<file path="src/rtl/iirtf_pkg.sv">
// Shared types and constants for the fifth-order torque filter.
package iirtf_pkg;

  localparam int ORDER          = 5;
  localparam int COEF_FRAC_BITS = 24;
  localparam int NUM_COEFS      = 2 * ORDER + 1;
  localparam int TAP_W          = $clog2(NUM_COEFS);
  localparam int HIST_IDX_W     = (ORDER > 1) ? $clog2(ORDER) : 1;
  localparam int PROD_W         = 64;
  localparam int ACC_W          = PROD_W + $clog2(NUM_COEFS + 1);
  localparam int SHIFT_W        = ACC_W - COEF_FRAC_BITS;

  localparam logic FUNC_LOAD   = 1'b0;
  localparam logic FUNC_FILTER = 1'b1;

  typedef struct packed {
    logic               func;
    logic [3:0]         coef_index;
    logic signed [31:0] coef_value;
    logic signed [31:0] sample;
    logic               restart;
  } req_item_t;

  typedef struct packed {
    logic signed [31:0] torque;
    logic               saturated;
  } rsp_item_t;

endpackage

</file>
<file path="src/rtl/iir_order5_torque_filter.sv">
// Fifth-order direct form I IIR torque filter built on one shared multiply-accumulate unit.
// A filter item runs its 11 taps through the single 32x32 multiplier, then a drain step and
// a rounding step; the rounding step waits while a result stalls.
// No new item is taken until a filter item has finished; a load item is written in the idle
// state, and the block stays idle.
// Reset clears the coefficient table, both histories, the sequencer and the result valid flag.
module iir_order5_torque_filter
  import iirtf_pkg::*;
(
  input  logic      clk,
  input  logic      rst,
  input  logic      req_valid,
  output logic      req_stall,
  input  req_item_t req,
  output logic      rsp_valid,
  input  logic      rsp_stall,
  output rsp_item_t rsp
);

  localparam logic [1:0] S_IDLE  = 2'd0;
  localparam logic [1:0] S_MAC   = 2'd1;
  localparam logic [1:0] S_DRAIN = 2'd2;
  localparam logic [1:0] S_ROUND = 2'd3;

  logic [1:0]                state;
  logic [TAP_W-1:0]          tap;
  logic signed [31:0]        coef_table [NUM_COEFS];
  logic signed [31:0]        x_hist [ORDER];
  logic signed [31:0]        y_hist [ORDER];
  logic signed [31:0]        x_cur;
  logic signed [PROD_W-1:0]  prod;
  logic                      prod_sub;
  logic                      prod_valid;
  logic signed [ACC_W-1:0]   acc;

  logic                      req_take;
  logic                      rsp_free;
  logic [HIST_IDX_W-1:0]     hist_idx;
  logic signed [31:0]        operand;
  logic signed [ACC_W-1:0]   prod_ext;
  logic signed [SHIFT_W-1:0] shifted;
  logic                      over;
  logic signed [31:0]        y_val;

  assign req_stall = (state != S_IDLE);
  assign req_take  = req_valid && !req_stall;
  assign rsp_free  = !rsp_valid || !rsp_stall;

  always_comb begin
    hist_idx = '0;
    operand  = x_cur;
    if (tap == '0) begin
      operand = x_cur;
    end else if (tap <= TAP_W'(ORDER)) begin
      hist_idx = HIST_IDX_W'(tap - TAP_W'(1));
      operand  = x_hist[hist_idx];
    end else begin
      hist_idx = HIST_IDX_W'(tap - TAP_W'(ORDER + 1));
      operand  = y_hist[hist_idx];
    end
  end

  assign prod_ext = ACC_W'(prod);
  assign shifted  = acc[ACC_W-1:COEF_FRAC_BITS];
  assign over     = (shifted[SHIFT_W-1:31] != '0) && (shifted[SHIFT_W-1:31] != '1);

  always_comb begin
    if (!over) begin
      y_val = shifted[31:0];
    end else if (shifted[SHIFT_W-1]) begin
      y_val = 32'sh8000_0000;
    end else begin
      y_val = 32'sh7fff_ffff;
    end
  end

  always_ff @(posedge clk) begin
    if (rst) begin
      state      <= S_IDLE;
      tap        <= '0;
      prod_valid <= 1'b0;
      rsp_valid  <= 1'b0;
      for (int i = 0; i < NUM_COEFS; i++) begin
        coef_table[i] <= '0;
      end
      for (int i = 0; i < ORDER; i++) begin
        x_hist[i] <= '0;
        y_hist[i] <= '0;
      end
    end else begin
      if (state == S_ROUND && rsp_free) begin
        rsp_valid <= 1'b1;
      end else if (rsp_valid && !rsp_stall) begin
        rsp_valid <= 1'b0;
      end
      case (state)
        S_IDLE: begin
          if (req_take) begin
            if (req.func == FUNC_LOAD) begin
              if (req.coef_index < 4'(NUM_COEFS)) begin
                coef_table[req.coef_index[TAP_W-1:0]] <= req.coef_value;
              end
            end else begin
              x_cur <= req.sample;
              acc   <= ACC_W'(1) <<< (COEF_FRAC_BITS - 1);
              tap   <= '0;
              state <= S_MAC;
              if (req.restart) begin
                for (int i = 0; i < ORDER; i++) begin
                  x_hist[i] <= '0;
                  y_hist[i] <= '0;
                end
              end
            end
          end
        end
        S_MAC: begin
          prod       <= coef_table[tap] * operand;
          prod_sub   <= (tap > TAP_W'(ORDER));
          prod_valid <= 1'b1;
          if (prod_valid) begin
            acc <= prod_sub ? acc - prod_ext : acc + prod_ext;
          end
          if (tap == TAP_W'(NUM_COEFS - 1)) begin
            state <= S_DRAIN;
          end else begin
            tap <= tap + TAP_W'(1);
          end
        end
        S_DRAIN: begin
          acc        <= prod_sub ? acc - prod_ext : acc + prod_ext;
          prod_valid <= 1'b0;
          state      <= S_ROUND;
        end
        S_ROUND: begin
          if (rsp_free) begin
            rsp.torque    <= y_val;
            rsp.saturated <= over;
            for (int i = ORDER - 1; i > 0; i--) begin
              x_hist[i] <= x_hist[i-1];
              y_hist[i] <= y_hist[i-1];
            end
            x_hist[0] <= x_cur;
            y_hist[0] <= y_val;
            state     <= S_IDLE;
          end
        end
        default: begin
          state <= S_IDLE;
        end
      endcase
    end
  end

endmodule

</file>
<file path="config.mk">
export PLATFORM = sky130hd
export DESIGN_NAME = iir_order5_torque_filter
export DESIGN_NICKNAME = d
export VERILOG_FILES = /design/src/rtl/iirtf_pkg.sv /design/src/rtl/iir_order5_torque_filter.sv
export SDC_FILE = /design/constraint.sdc
export NUM_CORES = 2
export LEC_CHECK = 0
export BUFFER_PORTS_ARGS = -buffer_cell sky130_fd_sc_hd__buf_2
export CAP_MARGIN = 20
export CORE_MARGIN = 2
export CORE_UTILIZATION = 55
export CTS_BUF_LIST = sky130_fd_sc_hd__clkbuf_4
export DETAILED_ROUTE_END_ITERATION = 16
export PLACE_DENSITY = 0.71
export SETUP_SLACK_MARGIN = 0.15
export SYNTH_ARGS = -nofsm -noshare
export SYNTH_HDL_FRONTEND = slang
export SYNTH_SLANG_ARGS = --single-unit
export TNS_END_PERCENT = 10
</file>
<file path="constraint.sdc">
create_clock -name clk -period 15.2 [get_ports clk]
set_clock_uncertainty 0.15 [all_clocks]
set_input_delay 0.76 -clock clk [delete_from_list [all_inputs] [get_ports clk]]
set_output_delay 0.76 -clock clk [all_outputs]
set_load 0.05 [all_outputs]
</file>
# --- Word-level counts from Yosys, hierarchy flattened ---
# Memory sizes are Yosys's and may differ from the RTL's. A register that Yosys moved wholly into a read port is not among the register bits.
# Index checks and enable logic that the tools add are counted.
word_totals:
  regBits: 206
  latch_bits: 0
  ramBits: 672
  romBits: 0
  in_bits: 74
  word_cells: 141
  memories: 3
op_classes:
  n_addsub: 5
  n_mul: 1
  div: 0
  magnitude_cmp: 3
  eq_ne: 11
  shift: 0
  mux: 64
  n_bitwise: 21
  reduce_logical: 23
mem_list:
  columns: ["memory", "words", "word_bits", "rd", "rd_ports_with_merged_regs", "write_ports", "line", "rtl"]
  rows:
  - ["coef_table", 11, 32, 1, 1, 11, "iir_order5_torque_filter.sv:27", "logic signed [31:0] coef_table [NUM_COEFS];"]
  - ["x_hist", 5, 32, 5, 0, 5, "iir_order5_torque_filter.sv:28", "logic signed [31:0] x_hist [ORDER];"]
  - ["y_hist", 5, 32, 5, 0, 5, "iir_order5_torque_filter.sv:29", "logic signed [31:0] y_hist [ORDER];"]
ops:
  columns: ["op", "count"]
  rows:
  - ["32-bit 2-to-1 mux", 25]
  - ["68-bit 2-to-1 mux", 4]
  - ["68-bit one-hot mux with 3 select lines", 1]
  - ["68-bit by 64-bit adder with 68-bit output", 1]
  - ["68-bit by 64-bit subtractor with 68-bit output", 1]
  - ["32-bit by 32-bit multiplier with 64-bit output", 1]
  - ["32-bit OR reduction", 1]
  - ["4-bit 2-to-1 mux", 6]
  - ["1-bit 2-to-1 mux", 21]
  - ["1-bit OR", 20]
  - ["13-bit != test (second input constant)", 1]
  - ["13-bit nonzero test", 1]
  - ["2-bit != test (second input constant)", 6]
  - ["4-bit AND reduction", 3]
  - ["2-bit 2-to-1 mux", 4]
  - ["2-bit one-hot mux with 4 select lines", 1]
  - ["4-bit one-hot mux with 2 select lines", 1]
  - ["2-bit nonzero test", 4]
  - ["5-bit AND reduction", 1]
  - ["4-bit by 1-bit adder with 4-bit output (second input constant)", 1]
  - ["2-bit == test (second input constant)", 2]
  - ["4-bit == test (second input constant)", 1]
  - ["4-bit by 3-bit greater-than comparator with 1-bit output (second input constant)", 1]
  - ["4-bit by 3-bit <= comparator with 1-bit output (second input constant)", 1]
  - ["other kinds (14)", 19]

# --- Longest topological paths before layout ---
depth:
  word_depth: 9
  ltp_mapped: 43
  ltp_nobuf: 34

# --- Least setup slack after synthesis ---
# No wires, ideal clock.
synth_path:
  kind: "register -> register"
  from: "reg state[0]"
  to: "reg acc[0], enable pin"
  t_arrival_ps: 11751
  required_time_ps: 14193
  path_slack_ps: 2442
  stages_incl_launch_ff: 6
  cell_sequence: "dfxtp_1 > inv_1 > ha_1 > inv_1 > a21oi_1 > a2111oi_0"
synth_via:
  elab_chain_len: 5
synth_lines:
  columns: ["element", "line", "rtl"]
  rows:
  - ["start: declaration", "iir_order5_torque_filter.sv:25", "logic [1:0] state;"]
  - ["start signal: assignment", "iir_order5_torque_filter.sv:79", "state <= S_IDLE;"]
  - ["start signal: assignment", "iir_order5_torque_filter.sv:107", "state <= S_MAC;"]
  - ["start signal: assignment", "iir_order5_torque_filter.sv:125", "state <= S_DRAIN;"]
  - ["2-bit nonzero test", "iir_order5_torque_filter.sv:45", "assign req_stall = (state != S_IDLE);"]
  - ["via req_stall", "iir_order5_torque_filter.sv:13", "output logic req_stall,"]
  - ["1-bit logical NOT", "iir_order5_torque_filter.sv:46", "assign req_take = req_valid && !req_stall;"]
  - ["1-bit logical AND", "iir_order5_torque_filter.sv:46", null]
  - ["2-bit != test (no line)", null, null]
  - ["5-bit AND reduction (no line)", null, null]
  - ["end signal: assignment", "iir_order5_torque_filter.sv:105", "acc <= ACC_W'(1) <<< (COEF_FRAC_BITS - 1);"]
  - ["end signal: assignment", "iir_order5_torque_filter.sv:122", "acc <= prod_sub ? acc - prod_ext : acc + prod_ext;"]
  - ["end signal: assignment", "iir_order5_torque_filter.sv:131", "acc <= prod_sub ? acc - prod_ext : acc + prod_ext;"]
  - ["end: declaration", "iir_order5_torque_filter.sv:34", "logic signed [ACC_W-1:0] acc;"]
# The timed path passes the listed nets, and every way through them passes these cells.
# A chain may end at the register's enable or synchronous reset.

# --- Final worst setup path ---
layout_path:
  from: "reg tap[1]"
  to: "reg prod[63] (data pin)"
layout_via:
  elab_chain_len: 5
layout_lines:
  columns: ["element", "line", "rtl"]
  rows:
  - ["start: declaration", "iir_order5_torque_filter.sv:26", "logic [TAP_W-1:0] tap;"]
  - ["start signal: assignment", "iir_order5_torque_filter.sv:127", "tap <= tap + TAP_W'(1);"]
  - ["3-bit subtractor / 3-bit by 1-bit subtractor with 3-bit output (equally long branches)", "iir_order5_torque_filter.sv:58, iir_order5_torque_filter.sv:55", null]
  - ["memory 5 x 32 bit (on tied branches)", null, null]
  - ["32-bit 2-to-1 mux", "iir_order5_torque_filter.sv:54", "end else if (tap <= TAP_W'(ORDER)) begin"]
  - ["32-bit 2-to-1 mux *", "iir_order5_torque_filter.sv:52", "if (tap == '0) begin"]
  - ["32-bit by 32-bit multiplier with 64-bit output *", "iir_order5_torque_filter.sv:118", "prod <= coef_table[tap] * operand;"]
  - ["end signal: assignment", "iir_order5_torque_filter.sv:118", null]
  - ["end: declaration", "iir_order5_torque_filter.sv:31", "logic signed [PROD_W-1:0] prod;"]
# Every way passes the cells marked *; elsewhere a longest branch is shown, timed or not.

==> impl_metrics.env <==
export IMPL_status="finished clean"
export IMPL_numCtsBuffers=294
export IMPL_finalCritPeriodShare_pct=76.4
export IMPL_slew_violations=0
export IMPL_drt_iter0_markers=4432
export IMPL_critical_path_max_fanout=36
export IMPL_grt_pass1_vias=60700
export IMPL_synth_edff_count=998
export IMPL_syn_area_sq_um=84000
export IMPL_fillers=12300
export IMPL_startpoint_type="register"
export IMPL_vias=56500
export IMPL_min_path_type="input pin to register"
export IMPL_worstSetupPathType="register to register"
export IMPL_cts_tree="done"
export IMPL_layout_nets=9122
export IMPL_setup_viol=0
export IMPL_first_pass_iters=5
export IMPL_viasPerCell=5.68
export IMPL_synthArstFlopShare_pct=0
export IMPL_antenna_found_initial=11
export IMPL_crit_path_end_kind="register"
export IMPL_drc=0
export IMPL_h_tree_depth=5
export IMPL_cts_setup_buffers=0
export IMPL_postCtsHoldBufs=104
export IMPL_cts_sinks=1042
export IMPL_wl_per_cell_microns=21.8
export IMPL_gp_congestion=0.910
export IMPL_die_h_microns=395
export IMPL_core_area_sq_um=152000
export IMPL_wl_microns=216000
export IMPL_syn_avg_cell_area_sq_um=11.4
export IMPL_crit_top_cell="fa_1"
export IMPL_stdcell_area_sq_um=91900
export IMPL_drtAntennaViolNets=0
export IMPL_die_w_microns=395
export IMPL_postSynthCellCount=7342
export IMPL_drive_above_1_share_pct=12.9
export IMPL_finalHoldViolCount=0
export IMPL_grt_pass1_wl_microns=340000
export IMPL_clkSlewWorstSetupHoldPaths_ns=0.07
export IMPL_dpl_instance_area_sq_um=87200
export IMPL_synth_warning_count=0
export IMPL_grt_setup_unrepaired="no"
export IMPL_max_freq_mhz=86.1
export IMPL_cts_resized=0
export IMPL_synth_distinct_cells=87
export IMPL_slew_headroom_pct=22.2
export IMPL_mostFrequentLayoutCell="fa_1"
export IMPL_initial_core_util_pct=55.3
export IMPL_grt_start_max_net_pins=188
export IMPL_synth_seq_cells=1042
export IMPL_io_buffers=108
export IMPL_area_growth_pct=9.44
export IMPL_clock_path_buffers=4
export IMPL_drv_cap=0
export IMPL_cp_data_required_time_ns=16.07
export IMPL_max_stage_delay_ns=1.06
export IMPL_tightest_slew_ns=1.17
export IMPL_io_pins=109
export IMPL_cpMaxStageDelayCell="fa_1"
export IMPL_dominantRegCellSynth="edfxtp_1"
export IMPL_clkLatencyLatePin_ns=1.34
export IMPL_std_cell_rows=143
export IMPL_arrival_ns=12.49
export IMPL_final_cell_mix="fa_1, inv_1, edfxtp_1, nor2_1, nand2_1"
export IMPL_grt_remaining_overflow=0
export IMPL_grtUsageTotal_pct=28.4
export IMPL_dieArea_sq_um=156000
export IMPL_min_period_ns=11.61
export IMPL_fin_tns_setup_ns=0
export IMPL_hpwlAfterDp_microns=154000
export IMPL_clock_root_buffer="clkbuf_4"
export IMPL_ys_seq_area_share_pct=36.7
cells by family after synthesis:
family	count (synthesis)	share of synthesized area (%)
buffers and inverters	1458	6.64
AND/OR/NAND/NOR	2313	13.0
adder cells (fa/ha/maj)	1344	29.7
multiplexers	330	6.95
flip-flops	1042	36.7
other	1	0.00447
XOR/XNOR	188	1.97
AO/OA/AOI/OAI	666	5.02
worst max-delay path, delay by kind of cell (launching register included):
family / cells / cell delay, ns
AND/OR/NAND/NOR: 7 / 1.18
AO/OA/AOI/OAI: 5 / 0.75
multiplexers: 3 / 1.40
buffers and inverters: 4 / 1.14
flip-flops: 1 / 0.98
adder cells (fa/ha/maj): 10 / 5.71
cell usage after synthesis (5+ instances only):
library cell  number  area [sq um]
clkbuf_1         344          1290
nor4_1             9          56.3
or3_1             10          62.6
xnor2_1          142          1240
buf_2             51           255
edfxtp_1         998         30000
mux2i_1           87           871
mux4_2           198          4460
buf_1             21          78.8
and3_1            17           106
ha_1             261          3270
fa_1            1083         21700
mux2_2            45           507
o21ai_0           85           425
or2_2             25           156
a21boi_0           5          37.5
and2_1           438          2740
nor3_1            43           215
dfxtp_1           44           881
a31oi_1           29           181
or4_1              6          45.0
xor2_1            45           394
inv_1           1036          3890
a21o_1           106           796
nand4_1           35           219
o31ai_1            8          60.1
a211oi_1          44           330
a2111oi_0          5          43.8
nor2b_1          122           763
and3b_1            5          43.8
nor2_1           889          3340
a41oi_1            8          70.1
o21bai_1          21           158
o21a_1            37           278
nand2_1          564          2120
nor3b_1            6          45.0
o211ai_1           6          45.0
o21ai_1           20           100
nand3_1           22           110
a21oi_1          242          1210
nand2b_1          96           601
metal layers:
metal	wire length, microns	global-route usage [%]	part of all wire [%]
met1	82100	36.2	38
met2	108000	48.0	50
met3	16100	4.79	7.5
met5	13	0	0.0060
met4	9670	12.7	4.5
final timing paths:
path | startpoint | endpoint | slack (ns) | cells past startpoint
worst min-delay path | req[0] | x_hist[0][18] | 0.16 | 4
worst max register to register | tap[1] | prod[63] | 3.59 | 29
worst min register to register | x_hist[0][5] | x_hist[1][5] | 0.29 | 1
worst max-delay path | tap[1] | prod[63] | 3.59 | 29
area by class of cell:
class,instances,area [sq um],share of cell area (%)
Sequential cell,1042,30900,33.6
Timing Repair Buffer,329,2620,2.85
Clock inverter,60,265,0.289
Antenna cell,11,27.5,0.0300
Clock buffer,432,3240,3.53
Multi-Input combinational cell,5001,48400,52.7
Tap cell,2030,2540,2.76
Inverter,1036,3890,4.23
sequential cells by signal (all words and copies together) (netlist names), named ones only:
name	count
coef_table	512
x_hist	160
y_hist	160
acc	68
prod	64
rsp	33
x_cur	32
tap	4
state	2
prod_sub	1
prod_valid	1
rsp_valid	1
through the flow:
step	hold slack, ns	utilization, %	cells	setup WS [ns]
after floorplan	0.299	-	7501	2.44
after CTS	0.00699	60.5	9927	3.58
final	0.161	60.6	9941	3.59
after detailed placement	0.324	57.5	9331	3.63
after global placement	0.313	57.4	9327	3.81
after global routing	0.0638	60.6	9938	2.79
Power is left out: the tool's default activity adds up to more than one toggle a clock period on the data nets, which glitch-free logic cannot reach.
